===== src/sv/audio_min_max_rms_summary_defines.svh =====
// Assertion macros for the audio min/max/RMS summary block.
// Included by the top-level RTL file, which carries the concurrent assertions.
`ifndef AUDIO_MIN_MAX_RMS_SUMMARY_DEFINES_SVH
`define AUDIO_MIN_MAX_RMS_SUMMARY_DEFINES_SVH

// The consequent must hold in the same cycle as the antecedent.
`define AMMRS_ASSERT_SAME(label, clk, rstn, ante, cons, msg) \
    label: assert property (@(posedge clk) disable iff (!rstn) (ante) |-> (cons)) \
        else $error(msg);

// The consequent must hold in the cycle after the antecedent.
`define AMMRS_ASSERT_NEXT(label, clk, rstn, ante, cons, msg) \
    label: assert property (@(posedge clk) disable iff (!rstn) (ante) |=> (cons)) \
        else $error(msg);

`endif


===== src/sv/ammrs_pkg.sv =====
// Shared types and constants of the audio min/max/RMS summary block.
// Used by all modules of the block; depends on nothing.
package ammrs_pkg;

    localparam int FINE_WINDOW_DEF       = 256;
    localparam int COARSE_WINDOW_DEF     = 65536;
    localparam int MAX_BLOCK_SAMPLES_DEF = 1048576;
    localparam int SAMPLE_BITS_DEF       = 16;

    localparam int SAMPLE_W     = 16;
    localparam int SQ_W         = 31;
    localparam int FINE_SUM_W   = 41;
    localparam int COARSE_SUM_W = 55;
    localparam int BLOCK_SUM_W  = 51;
    localparam int FINE_CNT_W   = 11;
    localparam int COARSE_CNT_W = 15;
    localparam int BLOCK_CNT_W  = 21;
    localparam int DIVD_W       = 55;
    localparam int DIVS_W       = 21;
    localparam int DIV_CNT_W    = 6;
    localparam int RAD_W        = 42;
    localparam int ROOT_FULL_W  = 21;
    localparam int ROOT_W       = 16;
    localparam int ROOT_CNT_W   = 5;
    localparam int LEVEL_W      = 2;
    localparam int DATA_W       = 48;

    localparam logic [LEVEL_W-1:0] LEVEL_FINE   = 2'd0;
    localparam logic [LEVEL_W-1:0] LEVEL_COARSE = 2'd1;
    localparam logic [LEVEL_W-1:0] LEVEL_BLOCK  = 2'd2;

    typedef struct packed {
        logic busy;
        logic done;
    } unit_status_t;

    typedef struct packed {
        logic [LEVEL_W-1:0]         level;
        logic signed [SAMPLE_W-1:0] min_value;
        logic signed [SAMPLE_W-1:0] max_value;
        logic [ROOT_W-1:0]          rms_value;
        logic                       last_of_run;
    } result_t;

endpackage


===== src/sv/audio_min_max_rms_summary.sv =====
// Audio min/max/RMS summary over fine windows, coarse windows and the whole block.
// An ordinary sample goes through the accept, square and accumulate states before s_tready
// returns. Each result adds one pass through the shared divider (one quotient bit per
// cycle) and the shared root unit (one root bit per cycle), and a fine window end adds
// one more divider pass to scale its mean square for the coarse sum. Results wait in
// an output register; the sequencer stalls only when that register is still full.
// Depends on ammrs_pkg, ammrs_divider, ammrs_sqrt and ammrs_out_reg.
`include "audio_min_max_rms_summary_defines.svh"

module audio_min_max_rms_summary #(
    parameter int FINE_WINDOW       = ammrs_pkg::FINE_WINDOW_DEF,
    parameter int COARSE_WINDOW     = ammrs_pkg::COARSE_WINDOW_DEF,
    parameter int MAX_BLOCK_SAMPLES = ammrs_pkg::MAX_BLOCK_SAMPLES_DEF,
    parameter int SAMPLE_BITS       = ammrs_pkg::SAMPLE_BITS_DEF
) (
    input  logic                          aclk,
    input  logic                          aresetn,
    input  logic                          s_tvalid,
    output logic                          s_tready,
    input  logic [ammrs_pkg::SAMPLE_W-1:0] s_tdata,  // sample
    input  logic                          s_tlast,  // block_end
    output logic                          m_tvalid,
    input  logic                          m_tready,
    output logic [ammrs_pkg::DATA_W-1:0]  m_tdata,  // min_value, max_value, rms_value
    output logic [ammrs_pkg::LEVEL_W-1:0] m_tuser,  // level
    output logic                          m_tlast   // last_of_run
);
    import ammrs_pkg::*;

    localparam int FINES_PER_COARSE = COARSE_WINDOW / FINE_WINDOW;

    typedef enum logic [3:0] {
        ST_IDLE,
        ST_SQUARE,
        ST_ACCUM,
        ST_DIV_START,
        ST_DIV_WAIT,
        ST_ROOT_START,
        ST_ROOT_WAIT,
        ST_EMIT,
        ST_SCALE_MUL,
        ST_SCALE_START,
        ST_SCALE_WAIT
    } state_t;

    state_t state_reg, state_next;

    logic signed [SAMPLE_W-1:0] x_reg, x_next;
    logic                       end_reg, end_next;
    logic                       close_coarse_reg, close_coarse_next;
    logic [LEVEL_W-1:0]         level_reg, level_next;
    logic [SQ_W-1:0]            sq_reg, sq_next;
    logic [ROOT_W-1:0]          rms_reg, rms_next;
    logic [DIVD_W-1:0]          prod_reg, prod_next;
    logic [DIVS_W-1:0]          m_reg, m_next;

    logic signed [SAMPLE_W-1:0] fine_min_reg, fine_min_next;
    logic signed [SAMPLE_W-1:0] fine_max_reg, fine_max_next;
    logic [FINE_SUM_W-1:0]      fine_sum_reg, fine_sum_next;
    logic [FINE_CNT_W-1:0]      fine_cnt_reg, fine_cnt_next;
    logic signed [SAMPLE_W-1:0] coarse_min_reg, coarse_min_next;
    logic signed [SAMPLE_W-1:0] coarse_max_reg, coarse_max_next;
    logic [COARSE_SUM_W-1:0]    coarse_sum_reg, coarse_sum_next;
    logic [COARSE_CNT_W-1:0]    coarse_cnt_reg, coarse_cnt_next;
    logic signed [SAMPLE_W-1:0] block_min_reg, block_min_next;
    logic signed [SAMPLE_W-1:0] block_max_reg, block_max_next;
    logic [BLOCK_SUM_W-1:0]     block_sum_reg, block_sum_next;
    logic [BLOCK_CNT_W-1:0]     block_cnt_reg, block_cnt_next;

    logic signed [SAMPLE_W-1:0]   x_in;
    logic signed [2*SAMPLE_W-1:0] square;
    logic [FINE_CNT_W-1:0]        fine_cnt_inc;
    logic [BLOCK_CNT_W-1:0]       block_cnt_inc;
    logic [COARSE_CNT_W-1:0]      coarse_cnt_inc;
    logic                         end_now;

    logic                  div_start;
    logic [DIVD_W-1:0]     div_dividend;
    logic [DIVS_W-1:0]     div_divisor;
    unit_status_t          div_stat;
    logic [DIVD_W-1:0]     div_quotient;
    logic                  root_start;
    unit_status_t          root_stat;
    logic [ROOT_W-1:0]     root_value;
    logic                  out_load;
    logic                  out_can_load;
    result_t               out_result;

    always_comb begin
        for (int i = 0; i < SAMPLE_W; i++) begin
            x_in[i] = (i < SAMPLE_BITS) ? s_tdata[i] : s_tdata[SAMPLE_BITS-1];
        end
    end

    assign square         = x_reg * x_reg;
    assign fine_cnt_inc   = fine_cnt_reg + 1'b1;
    assign block_cnt_inc  = block_cnt_reg + 1'b1;
    assign coarse_cnt_inc = coarse_cnt_reg + 1'b1;
    assign end_now        = end_reg || (block_cnt_inc >= BLOCK_CNT_W'(MAX_BLOCK_SAMPLES));

    always_comb begin
        case (level_reg)
            LEVEL_FINE: begin
                div_dividend = DIVD_W'(fine_sum_reg);
                div_divisor  = DIVS_W'(fine_cnt_reg);
            end
            LEVEL_COARSE: begin
                div_dividend = DIVD_W'(coarse_sum_reg);
                div_divisor  = m_reg;
            end
            default: begin
                div_dividend = DIVD_W'(block_sum_reg);
                div_divisor  = DIVS_W'(block_cnt_reg);
            end
        endcase
        if (state_reg == ST_SCALE_START) begin
            div_dividend = prod_reg;
            div_divisor  = DIVS_W'(fine_cnt_reg);
        end
    end

    always_comb begin
        out_result.level       = level_reg;
        out_result.rms_value   = rms_reg;
        out_result.min_value   = fine_min_reg;
        out_result.max_value   = fine_max_reg;
        out_result.last_of_run = !close_coarse_reg;
        case (level_reg)
            LEVEL_FINE: begin
                out_result.min_value   = fine_min_reg;
                out_result.max_value   = fine_max_reg;
                out_result.last_of_run = !close_coarse_reg;
            end
            LEVEL_COARSE: begin
                out_result.min_value   = coarse_min_reg;
                out_result.max_value   = coarse_max_reg;
                out_result.last_of_run = !end_reg;
            end
            default: begin
                out_result.min_value   = block_min_reg;
                out_result.max_value   = block_max_reg;
                out_result.last_of_run = 1'b1;
            end
        endcase
    end

    always_comb begin
        state_next        = state_reg;
        x_next            = x_reg;
        end_next          = end_reg;
        close_coarse_next = close_coarse_reg;
        level_next        = level_reg;
        sq_next           = sq_reg;
        rms_next          = rms_reg;
        prod_next         = prod_reg;
        m_next            = m_reg;
        fine_min_next     = fine_min_reg;
        fine_max_next     = fine_max_reg;
        fine_sum_next     = fine_sum_reg;
        fine_cnt_next     = fine_cnt_reg;
        coarse_min_next   = coarse_min_reg;
        coarse_max_next   = coarse_max_reg;
        coarse_sum_next   = coarse_sum_reg;
        coarse_cnt_next   = coarse_cnt_reg;
        block_min_next    = block_min_reg;
        block_max_next    = block_max_reg;
        block_sum_next    = block_sum_reg;
        block_cnt_next    = block_cnt_reg;
        s_tready          = 1'b0;
        div_start         = 1'b0;
        root_start        = 1'b0;
        out_load          = 1'b0;

        case (state_reg)
            ST_IDLE: begin
                s_tready = 1'b1;
                if (s_tvalid) begin
                    x_next     = x_in;
                    end_next   = s_tlast;
                    state_next = ST_SQUARE;
                end
            end
            ST_SQUARE: begin
                sq_next    = square[SQ_W-1:0];
                state_next = ST_ACCUM;
            end
            ST_ACCUM: begin
                if (fine_cnt_reg == '0) begin
                    fine_min_next = x_reg;
                    fine_max_next = x_reg;
                end else begin
                    if (x_reg < fine_min_reg) fine_min_next = x_reg;
                    if (x_reg > fine_max_reg) fine_max_next = x_reg;
                end
                fine_sum_next = fine_sum_reg + FINE_SUM_W'(sq_reg);
                fine_cnt_next = fine_cnt_inc;
                if (block_cnt_reg == '0) begin
                    block_min_next = x_reg;
                    block_max_next = x_reg;
                end else begin
                    if (x_reg < block_min_reg) block_min_next = x_reg;
                    if (x_reg > block_max_reg) block_max_next = x_reg;
                end
                block_sum_next    = block_sum_reg + BLOCK_SUM_W'(sq_reg);
                block_cnt_next    = block_cnt_inc;
                end_next          = end_now;
                close_coarse_next = end_now ||
                                    (coarse_cnt_inc >= COARSE_CNT_W'(FINES_PER_COARSE));
                if (end_now || (fine_cnt_inc >= FINE_CNT_W'(FINE_WINDOW))) begin
                    level_next = LEVEL_FINE;
                    state_next = ST_DIV_START;
                end else begin
                    state_next = ST_IDLE;
                end
            end
            ST_DIV_START: begin
                div_start  = 1'b1;
                state_next = ST_DIV_WAIT;
            end
            ST_DIV_WAIT: begin
                if (div_stat.done) begin
                    state_next = ST_ROOT_START;
                end
            end
            ST_ROOT_START: begin
                root_start = 1'b1;
                state_next = ST_ROOT_WAIT;
            end
            ST_ROOT_WAIT: begin
                if (root_stat.done) begin
                    rms_next   = root_value;
                    state_next = ST_EMIT;
                end
            end
            ST_EMIT: begin
                if (out_can_load) begin
                    out_load = 1'b1;
                    case (level_reg)
                        LEVEL_FINE: begin
                            state_next = ST_SCALE_MUL;
                        end
                        LEVEL_COARSE: begin
                            coarse_min_next = '0;
                            coarse_max_next = '0;
                            coarse_sum_next = '0;
                            coarse_cnt_next = '0;
                            if (end_reg) begin
                                level_next = LEVEL_BLOCK;
                                state_next = ST_DIV_START;
                            end else begin
                                state_next = ST_IDLE;
                            end
                        end
                        default: begin
                            block_min_next = '0;
                            block_max_next = '0;
                            block_sum_next = '0;
                            block_cnt_next = '0;
                            state_next     = ST_IDLE;
                        end
                    endcase
                end
            end
            ST_SCALE_MUL: begin
                prod_next  = DIVD_W'(fine_sum_reg) * DIVD_W'(FINE_WINDOW);
                m_next     = DIVS_W'(coarse_cnt_reg) * DIVS_W'(FINE_WINDOW) +
                             DIVS_W'(fine_cnt_reg);
                state_next = ST_SCALE_START;
            end
            ST_SCALE_START: begin
                div_start  = 1'b1;
                state_next = ST_SCALE_WAIT;
            end
            ST_SCALE_WAIT: begin
                if (div_stat.done) begin
                    coarse_sum_next = coarse_sum_reg + COARSE_SUM_W'(div_quotient);
                    if (coarse_cnt_reg == '0) begin
                        coarse_min_next = fine_min_reg;
                        coarse_max_next = fine_max_reg;
                    end else begin
                        if (fine_min_reg < coarse_min_reg) coarse_min_next = fine_min_reg;
                        if (fine_max_reg > coarse_max_reg) coarse_max_next = fine_max_reg;
                    end
                    coarse_cnt_next = coarse_cnt_inc;
                    fine_min_next   = '0;
                    fine_max_next   = '0;
                    fine_sum_next   = '0;
                    fine_cnt_next   = '0;
                    if (close_coarse_reg) begin
                        level_next = LEVEL_COARSE;
                        state_next = ST_DIV_START;
                    end else begin
                        state_next = ST_IDLE;
                    end
                end
            end
            default: begin
                state_next = ST_IDLE;
            end
        endcase
    end

    always_ff @(posedge aclk) begin
        if (!aresetn) begin
            state_reg        <= ST_IDLE;
            end_reg          <= 1'b0;
            close_coarse_reg <= 1'b0;
            level_reg        <= LEVEL_FINE;
            fine_min_reg     <= '0;
            fine_max_reg     <= '0;
            fine_sum_reg     <= '0;
            fine_cnt_reg     <= '0;
            coarse_min_reg   <= '0;
            coarse_max_reg   <= '0;
            coarse_sum_reg   <= '0;
            coarse_cnt_reg   <= '0;
            block_min_reg    <= '0;
            block_max_reg    <= '0;
            block_sum_reg    <= '0;
            block_cnt_reg    <= '0;
        end else begin
            state_reg        <= state_next;
            end_reg          <= end_next;
            close_coarse_reg <= close_coarse_next;
            level_reg        <= level_next;
            fine_min_reg     <= fine_min_next;
            fine_max_reg     <= fine_max_next;
            fine_sum_reg     <= fine_sum_next;
            fine_cnt_reg     <= fine_cnt_next;
            coarse_min_reg   <= coarse_min_next;
            coarse_max_reg   <= coarse_max_next;
            coarse_sum_reg   <= coarse_sum_next;
            coarse_cnt_reg   <= coarse_cnt_next;
            block_min_reg    <= block_min_next;
            block_max_reg    <= block_max_next;
            block_sum_reg    <= block_sum_next;
            block_cnt_reg    <= block_cnt_next;
        end
        x_reg    <= x_next;
        sq_reg   <= sq_next;
        rms_reg  <= rms_next;
        prod_reg <= prod_next;
        m_reg    <= m_next;
    end

    ammrs_divider u_divider (
        .aclk     (aclk),
        .aresetn  (aresetn),
        .start    (div_start),
        .dividend (div_dividend),
        .divisor  (div_divisor),
        .stat     (div_stat),
        .quotient (div_quotient)
    );

    ammrs_sqrt u_sqrt (
        .aclk     (aclk),
        .aresetn  (aresetn),
        .start    (root_start),
        .radicand (div_quotient[RAD_W-1:0]),
        .stat     (root_stat),
        .root     (root_value)
    );

    ammrs_out_reg u_out_reg (
        .aclk     (aclk),
        .aresetn  (aresetn),
        .load     (out_load),
        .result   (out_result),
        .can_load (out_can_load),
        .m_tvalid (m_tvalid),
        .m_tready (m_tready),
        .m_tdata  (m_tdata),
        .m_tuser  (m_tuser),
        .m_tlast  (m_tlast)
    );

    `AMMRS_ASSERT_SAME(a_div_start_idle, aclk, aresetn, div_start, !div_stat.busy, "divider restarted while busy")
    `AMMRS_ASSERT_NEXT(a_accept_blocks, aclk, aresetn, s_tvalid && s_tready, !s_tready, "sample accepted while previous sample in progress")
    `AMMRS_ASSERT_NEXT(a_root_to_emit, aclk, aresetn, root_stat.done && (state_reg == ST_ROOT_WAIT), state_reg == ST_EMIT, "root result not moved to output stage")

endmodule


===== src/sv/ammrs_divider.sv =====
// Restoring divider that produces one quotient bit per cycle.
// Depends on ammrs_pkg for widths and the status struct.
module ammrs_divider (
    input  logic                          aclk,
    input  logic                          aresetn,
    input  logic                          start,
    input  logic [ammrs_pkg::DIVD_W-1:0]  dividend,
    input  logic [ammrs_pkg::DIVS_W-1:0]  divisor,
    output ammrs_pkg::unit_status_t       stat,
    output logic [ammrs_pkg::DIVD_W-1:0]  quotient
);
    import ammrs_pkg::*;

    logic                 busy_reg, busy_next;
    logic                 done_reg, done_next;
    logic [DIV_CNT_W-1:0] cnt_reg, cnt_next;
    logic [DIVS_W-1:0]    rem_reg, rem_next;
    logic [DIVD_W-1:0]    quo_reg, quo_next;
    logic [DIVS_W-1:0]    dsr_reg, dsr_next;
    logic [DIVS_W:0]      trial;
    logic [DIVS_W:0]      diff;

    always_comb begin
        busy_next = busy_reg;
        done_next = 1'b0;
        cnt_next  = cnt_reg;
        rem_next  = rem_reg;
        quo_next  = quo_reg;
        dsr_next  = dsr_reg;
        trial     = {rem_reg, quo_reg[DIVD_W-1]};
        diff      = trial - {1'b0, dsr_reg};
        if (start) begin
            busy_next = 1'b1;
            cnt_next  = DIV_CNT_W'(DIVD_W - 1);
            rem_next  = '0;
            quo_next  = dividend;
            dsr_next  = divisor;
        end else if (busy_reg) begin
            if (trial >= {1'b0, dsr_reg}) begin
                rem_next = diff[DIVS_W-1:0];
                quo_next = {quo_reg[DIVD_W-2:0], 1'b1};
            end else begin
                rem_next = trial[DIVS_W-1:0];
                quo_next = {quo_reg[DIVD_W-2:0], 1'b0};
            end
            if (cnt_reg == '0) begin
                busy_next = 1'b0;
                done_next = 1'b1;
            end else begin
                cnt_next = cnt_reg - 1'b1;
            end
        end
    end

    always_ff @(posedge aclk) begin
        if (!aresetn) begin
            busy_reg <= 1'b0;
            done_reg <= 1'b0;
            cnt_reg  <= '0;
        end else begin
            busy_reg <= busy_next;
            done_reg <= done_next;
            cnt_reg  <= cnt_next;
        end
        rem_reg <= rem_next;
        quo_reg <= quo_next;
        dsr_reg <= dsr_next;
    end

    assign stat.busy = busy_reg;
    assign stat.done = done_reg;
    assign quotient  = quo_reg;

endmodule


===== src/sv/ammrs_sqrt.sv =====
// Floored integer square root that resolves one result bit per cycle.
// Depends on ammrs_pkg for widths and the status struct.
module ammrs_sqrt (
    input  logic                          aclk,
    input  logic                          aresetn,
    input  logic                          start,
    input  logic [ammrs_pkg::RAD_W-1:0]   radicand,
    output ammrs_pkg::unit_status_t       stat,
    output logic [ammrs_pkg::ROOT_W-1:0]  root
);
    import ammrs_pkg::*;

    localparam int REM_W = ROOT_FULL_W + 2;

    logic                   busy_reg, busy_next;
    logic                   done_reg, done_next;
    logic [ROOT_CNT_W-1:0]  cnt_reg, cnt_next;
    logic [RAD_W-1:0]       rad_reg, rad_next;
    logic [REM_W-1:0]       rem_reg, rem_next;
    logic [ROOT_FULL_W-1:0] root_reg, root_next;
    logic [REM_W+1:0]       trial_rem;
    logic [REM_W+1:0]       trial;
    logic [REM_W+1:0]       diff;

    always_comb begin
        busy_next = busy_reg;
        done_next = 1'b0;
        cnt_next  = cnt_reg;
        rad_next  = rad_reg;
        rem_next  = rem_reg;
        root_next = root_reg;
        trial_rem = {rem_reg, rad_reg[RAD_W-1:RAD_W-2]};
        trial     = {2'b00, root_reg, 2'b01};
        diff      = trial_rem - trial;
        if (start) begin
            busy_next = 1'b1;
            cnt_next  = ROOT_CNT_W'(ROOT_FULL_W - 1);
            rad_next  = radicand;
            rem_next  = '0;
            root_next = '0;
        end else if (busy_reg) begin
            rad_next = {rad_reg[RAD_W-3:0], 2'b00};
            if (trial_rem >= trial) begin
                rem_next  = diff[REM_W-1:0];
                root_next = {root_reg[ROOT_FULL_W-2:0], 1'b1};
            end else begin
                rem_next  = trial_rem[REM_W-1:0];
                root_next = {root_reg[ROOT_FULL_W-2:0], 1'b0};
            end
            if (cnt_reg == '0) begin
                busy_next = 1'b0;
                done_next = 1'b1;
            end else begin
                cnt_next = cnt_reg - 1'b1;
            end
        end
    end

    always_ff @(posedge aclk) begin
        if (!aresetn) begin
            busy_reg <= 1'b0;
            done_reg <= 1'b0;
            cnt_reg  <= '0;
        end else begin
            busy_reg <= busy_next;
            done_reg <= done_next;
            cnt_reg  <= cnt_next;
        end
        rad_reg  <= rad_next;
        rem_reg  <= rem_next;
        root_reg <= root_next;
    end

    assign stat.busy = busy_reg;
    assign stat.done = done_reg;
    assign root      = root_reg[ROOT_W-1:0];

endmodule


===== src/sv/ammrs_out_reg.sv =====
// Output register of the result stream, holding one result until it is taken.
// Depends on ammrs_pkg for the result struct.
module ammrs_out_reg (
    input  logic                          aclk,
    input  logic                          aresetn,
    input  logic                          load,
    input  ammrs_pkg::result_t            result,
    output logic                          can_load,
    output logic                          m_tvalid,
    input  logic                          m_tready,
    output logic [ammrs_pkg::DATA_W-1:0]  m_tdata,  // min_value, max_value, rms_value
    output logic [ammrs_pkg::LEVEL_W-1:0] m_tuser,  // level
    output logic                          m_tlast
);
    import ammrs_pkg::*;

    logic    valid_reg, valid_next;
    result_t data_reg;

    always_comb begin
        valid_next = valid_reg;
        if (load) begin
            valid_next = 1'b1;
        end else if (m_tready) begin
            valid_next = 1'b0;
        end
    end

    always_ff @(posedge aclk) begin
        if (!aresetn) begin
            valid_reg <= 1'b0;
        end else begin
            valid_reg <= valid_next;
        end
        if (load) begin
            data_reg <= result;
        end
    end

    assign can_load = !valid_reg || m_tready;
    assign m_tvalid = valid_reg;
    assign m_tdata  = {data_reg.rms_value, data_reg.max_value, data_reg.min_value};
    assign m_tuser  = data_reg.level;
    assign m_tlast  = data_reg.last_of_run;

endmodule


===== config.mk =====
export PLATFORM = sky130hd
export DESIGN_NAME = audio_min_max_rms_summary
export DESIGN_NICKNAME = d
export VERILOG_FILES = /design/src/sv/ammrs_pkg.sv /design/src/sv/audio_min_max_rms_summary.sv /design/src/sv/ammrs_divider.sv /design/src/sv/ammrs_sqrt.sv /design/src/sv/ammrs_out_reg.sv
export VERILOG_INCLUDE_DIRS = /design/src /design/src/sv
export SDC_FILE = /design/constraint.sdc
export NUM_CORES = 2
export LEC_CHECK = 0
export BUFFER_PORTS_ARGS = -buffer_cell sky130_fd_sc_hd__buf_2
export CELL_PAD_IN_SITES_DETAIL_PLACEMENT = 1
export CELL_PAD_IN_SITES_GLOBAL_PLACEMENT = 2
export CORE_UTILIZATION = 45
export DETAILED_ROUTE_END_ITERATION = 7
export MAX_ROUTING_LAYER = met4
export PLACE_DENSITY_LB_ADDON = 0.1
export SLEW_MARGIN = 20
export SYNTH_ARGS = -nofsm -noshare
export SYNTH_HDL_FRONTEND = slang
export SYNTH_SLANG_ARGS = --single-unit

===== constraint.sdc =====
create_clock -name aclk -period 13.4 [get_ports aclk]
set_input_delay 2.01 -clock aclk [delete_from_list [all_inputs] [get_ports aclk]]
set_output_delay 2.01 -clock aclk [all_outputs]
set_load 0.01 [all_outputs]

==> run_results.csv <==
group,metric,value,unit
place,portBuffers,73,
route,route.detailed.drc,0,
route,ant_nets,0,
worst_setup_path,reg2reg_to,"sq_reg[30]",
clock_tree,numCtsBuffers,81,
floorplanning,die_w,325,um
cells_and_area,syn2layout_area_growth,9.49,%
worst_setup_path,max_stage_delay,0.83,ns
worst_setup_path,cp_slowest_cell,"edfxtp_1",
worst_setup_path,endpoint_kind,"register",
cells_and_area,fillers,11800,
worst_hold_path,hp-start,"rms_reg[12]",
sta,fin_crit,7.35,ns
clock_tree,cts_tree,"done",
worst_setup_path,crit_chain,"clkinv_1 > nor2_1 > ha_1 > xor2_1 > fa_1 > fa_1 > inv_1 > fa_1 > fa_1 > inv_1 > fa_1 > inv_1 > ha_1 > a21o_1 > a21o_1 > a21oi_1 > a21oi_1 > o31ai_1 > nor2b_1 > o21ai_1 > a21oi_1 > xnor2_1",
logic_synthesis,yosysTopAreaCellShare,18.7,%
logic_synthesis,synthTopCellsByArea,"edfxtp_1 19%, dfxtp_1 16%, fa_1 10%, ha_1 9.3%, nand2_1 4.7%",
sta,slew_viol_final,0,
logic_synthesis,synth_nets,5797,
outcome,status,"completed",
global_route,grt_pass1_wl,217000,um
logic_synthesis,syn_inst,5192,
clock_tree,cts_sinks,672,
logic_synthesis,synth-edff-count,293,
cells_and_area,finalNonFillerCells,6615,
logic_synthesis,synth_area,47000,um^2
global_route,grt_remaining_overflow,0,
place,routabilityCongestion,0.871,
global_route,grt_pass1_vias,39100,
clock_tree,ctsResizeCount,0,
clock_tree,postCtsSetupBuffers,0,
sta,relSlewSlack,30.1,%
logic_synthesis,dominantRegCellSynth,"dfxtp_1",
route,wl_per_cell,20.3,um
place,dp_hpwl,99700,um
worst_setup_path,arrival,7.73,ns
sta,finalHoldViolations,0,
worst_setup_path,critPathKind,"register to register",
worst_hold_path,min_to,"u_out_reg.m_tdata[44]",
cells_and_area,diodes,0,
cells_and_area,layout-drive-gt1-share,5.65,%
clock_tree,clock-root-buffer,"clkbuf_16",
cells_and_area,nets,5772,
sta,worstMarginPinSlew,1.05,ns
logic_synthesis,yosys.area.top_type,"edfxtp_1",
worst_setup_path,cpMostUsedCell,"fa_1",
flow_run,cap_violations,0,
sta,setup_violations,0,
logic_synthesis,synth_warnings,0,
worst_setup_path,startpoint_type,"register",
place,place_inst,6464,
floorplanning,coreArea,103000,um^2
sta,period_share,54.8,%
route,routed_wirelength,135000,um
floorplanning,die-area,106000,um^2
logic_synthesis,ys_ff_latch,672,
floorplanning,start_util,45.4,%
route,drt_iter0_drc,1692,
sta,final.setup.tns,0,ns
floorplanning,ios,74,
logic_synthesis,async_flop_share,0,%
global_route,grt_start_max_net_pins,133,
route,vias_per_cell,5.56,
worst_setup_path,required,13.78,ns
worst_setup_path,path_max_fanout,17,
worst_setup_path,ff2ff_setup_slack,6.05,ns
route,num_vias,36800,
clock_tree,clockBufferDepth,3,
floorplanning,rows,118,
worst_hold_path,hp-class,"register to register",
logic_synthesis,synth_cell_type_count,90,
worst_setup_path,cp.buffers_inverters,4,
clock_tree,clock_latency,0.67,ns
sta,rsz0062_at_grt,"no",
route,drtPass1Iterations,5,
clock_tree,cts_max_level,3,
sta,clock_skew,0.0339,ns
floorplanning,die_y,325,um
worst_hold_path,hold_depth,0,
cells_and_area,final_area,51500,um^2
worst_setup_path,r2r_cells,22,
clock_tree,path_clk_slew,0.05,ns
clock_tree,holdBufCountCts,0,
logic_synthesis,seq_area_frac_synth,34.8,%
global_route,antenna_found_initial,1,
worst_setup_path,cp_top_family,"adder cells",
place,placed_area,48700,um^2
sta,max_freq,136,MHz
logic_synthesis,avgSynthCellArea,9.06,um^2
worst_setup_path,worstReg2RegStart,"x_reg[12]",
global_route,track_usage,26.4,%
per-layer routing:
layer	up-vias	GRT usage, %	part of all wire, %
li1	17800	-	-
met5	-	-	0
met3	183	2.34	2.5
met4	0	7.34	2.5
met2	471	46.2	50
met1	18300	32.5	45
through the flow:
step | worst slack (ns) | hold slack (ns) | utilization [%]
floorplan | 6.94 | 0.400 | -
global placement | 6.15 | 0.402 | 47.1
detailed placement | 5.98 | 0.406 | 47.1
CTS | 5.97 | 0.422 | 49.7
global route | 5.49 | 0.425 | 49.8
finish | 6.05 | 0.419 | 49.8
cell usage in the layout (no fill, tap or decap), types with 13 or more instances in the layout:
master and instances:
a21oi_1 317, fa_1 235, edfxtp_1 293, or3_1 21, o21a_1 40, buf_2 72, clkbuf_16 83, o21ai_1 112
ha_1 349, a21o_1 129, nor4_1 25, xor2_1 114, o211ai_1 19, inv_1 558, xnor2_1 125, o21bai_1 33
dfxtp_1 376, nand2_1 583, a211oi_1 40, nor3_1 50, nand4_1 45, buf_4 51, a21boi_0 15, o21ai_0 168
o31ai_1 27, mux2i_1 173, clkbuf_1 14, nor2b_1 123, nor2_1 357, a22oi_1 84, nand3_1 133, and2_1 76
a211o_1 13, nand2b_1 37, and3_1 53, a31oi_1 30, a22o_1 38
Yosys cell counts (11+ instances only):
master    instances
a211o_1          13
nor2b_1         123
xor2_1          114
ha_1            349
o21bai_1         33
o31ai_1          27
nor4_1           26
a211oi_1         40
nor3_1           52
o211ai_1         19
dfxtp_1         379
buf_1            21
inv_1           558
a31oi_1          30
a21boi_0         15
xnor2_1         125
o21ai_0         168
a22oi_1          84
nor2_1          362
and2_1           76
nand4_1          45
fa_1            235
a21o_1          129
nand2_1         584
mux2i_1         173
edfxtp_1        293
or4_1            11
nand2b_1         39
o21a_1           40
nand3_1         134
and3_1           54
o21ai_1         113
a21oi_1         319
or3_1            21
clkbuf_1        202
a22o_1           38
cells by family (layout without fill, tap and decap cells):
group | Yosys count | after routing | synth area share (%)
and+or+nand+nor | 1554 | 1554 | 15.3
AOI/OAI and AO/OA | 1172 | 1172 | 16.0
buffers and inverters | 795 | 838 | 6.41
DFF | 672 | 672 | 34.8
adders and majority gates | 584 | 584 | 19.3
xor gates and xnor gates | 239 | 239 | 4.45
muxes | 176 | 176 | 3.75
cell type report:
cell class	instances	area (um^2)	area share, %
clock buffer	103	2210	4.30
timing repair buffer	125	774	1.50
multi-input combinational	3725	27700	53.9
clock inverter	48	546	1.06
inverter	562	2110	4.10
tap	1380	1730	3.35
sequential	672	16400	31.8
worst max path at each step:
stage	endpoint	from	depth (start not counted)
2_1_floorplan	sq_reg[30]	x_reg[15]	22
3_3_place_gp	sq_reg[30]	x_reg[12]	22
3_5_place_dp	sq_reg[30]	x_reg[12]	22
4_1_cts	sq_reg[30]	x_reg[12]	22
5_1_grt	sq_reg[30]	x_reg[12]	22
6_report	sq_reg[30]	x_reg[12]	22
Power is left out: the tool's default activity adds up to more than one toggle a clock period on the data nets, which glitch-free logic cannot reach.
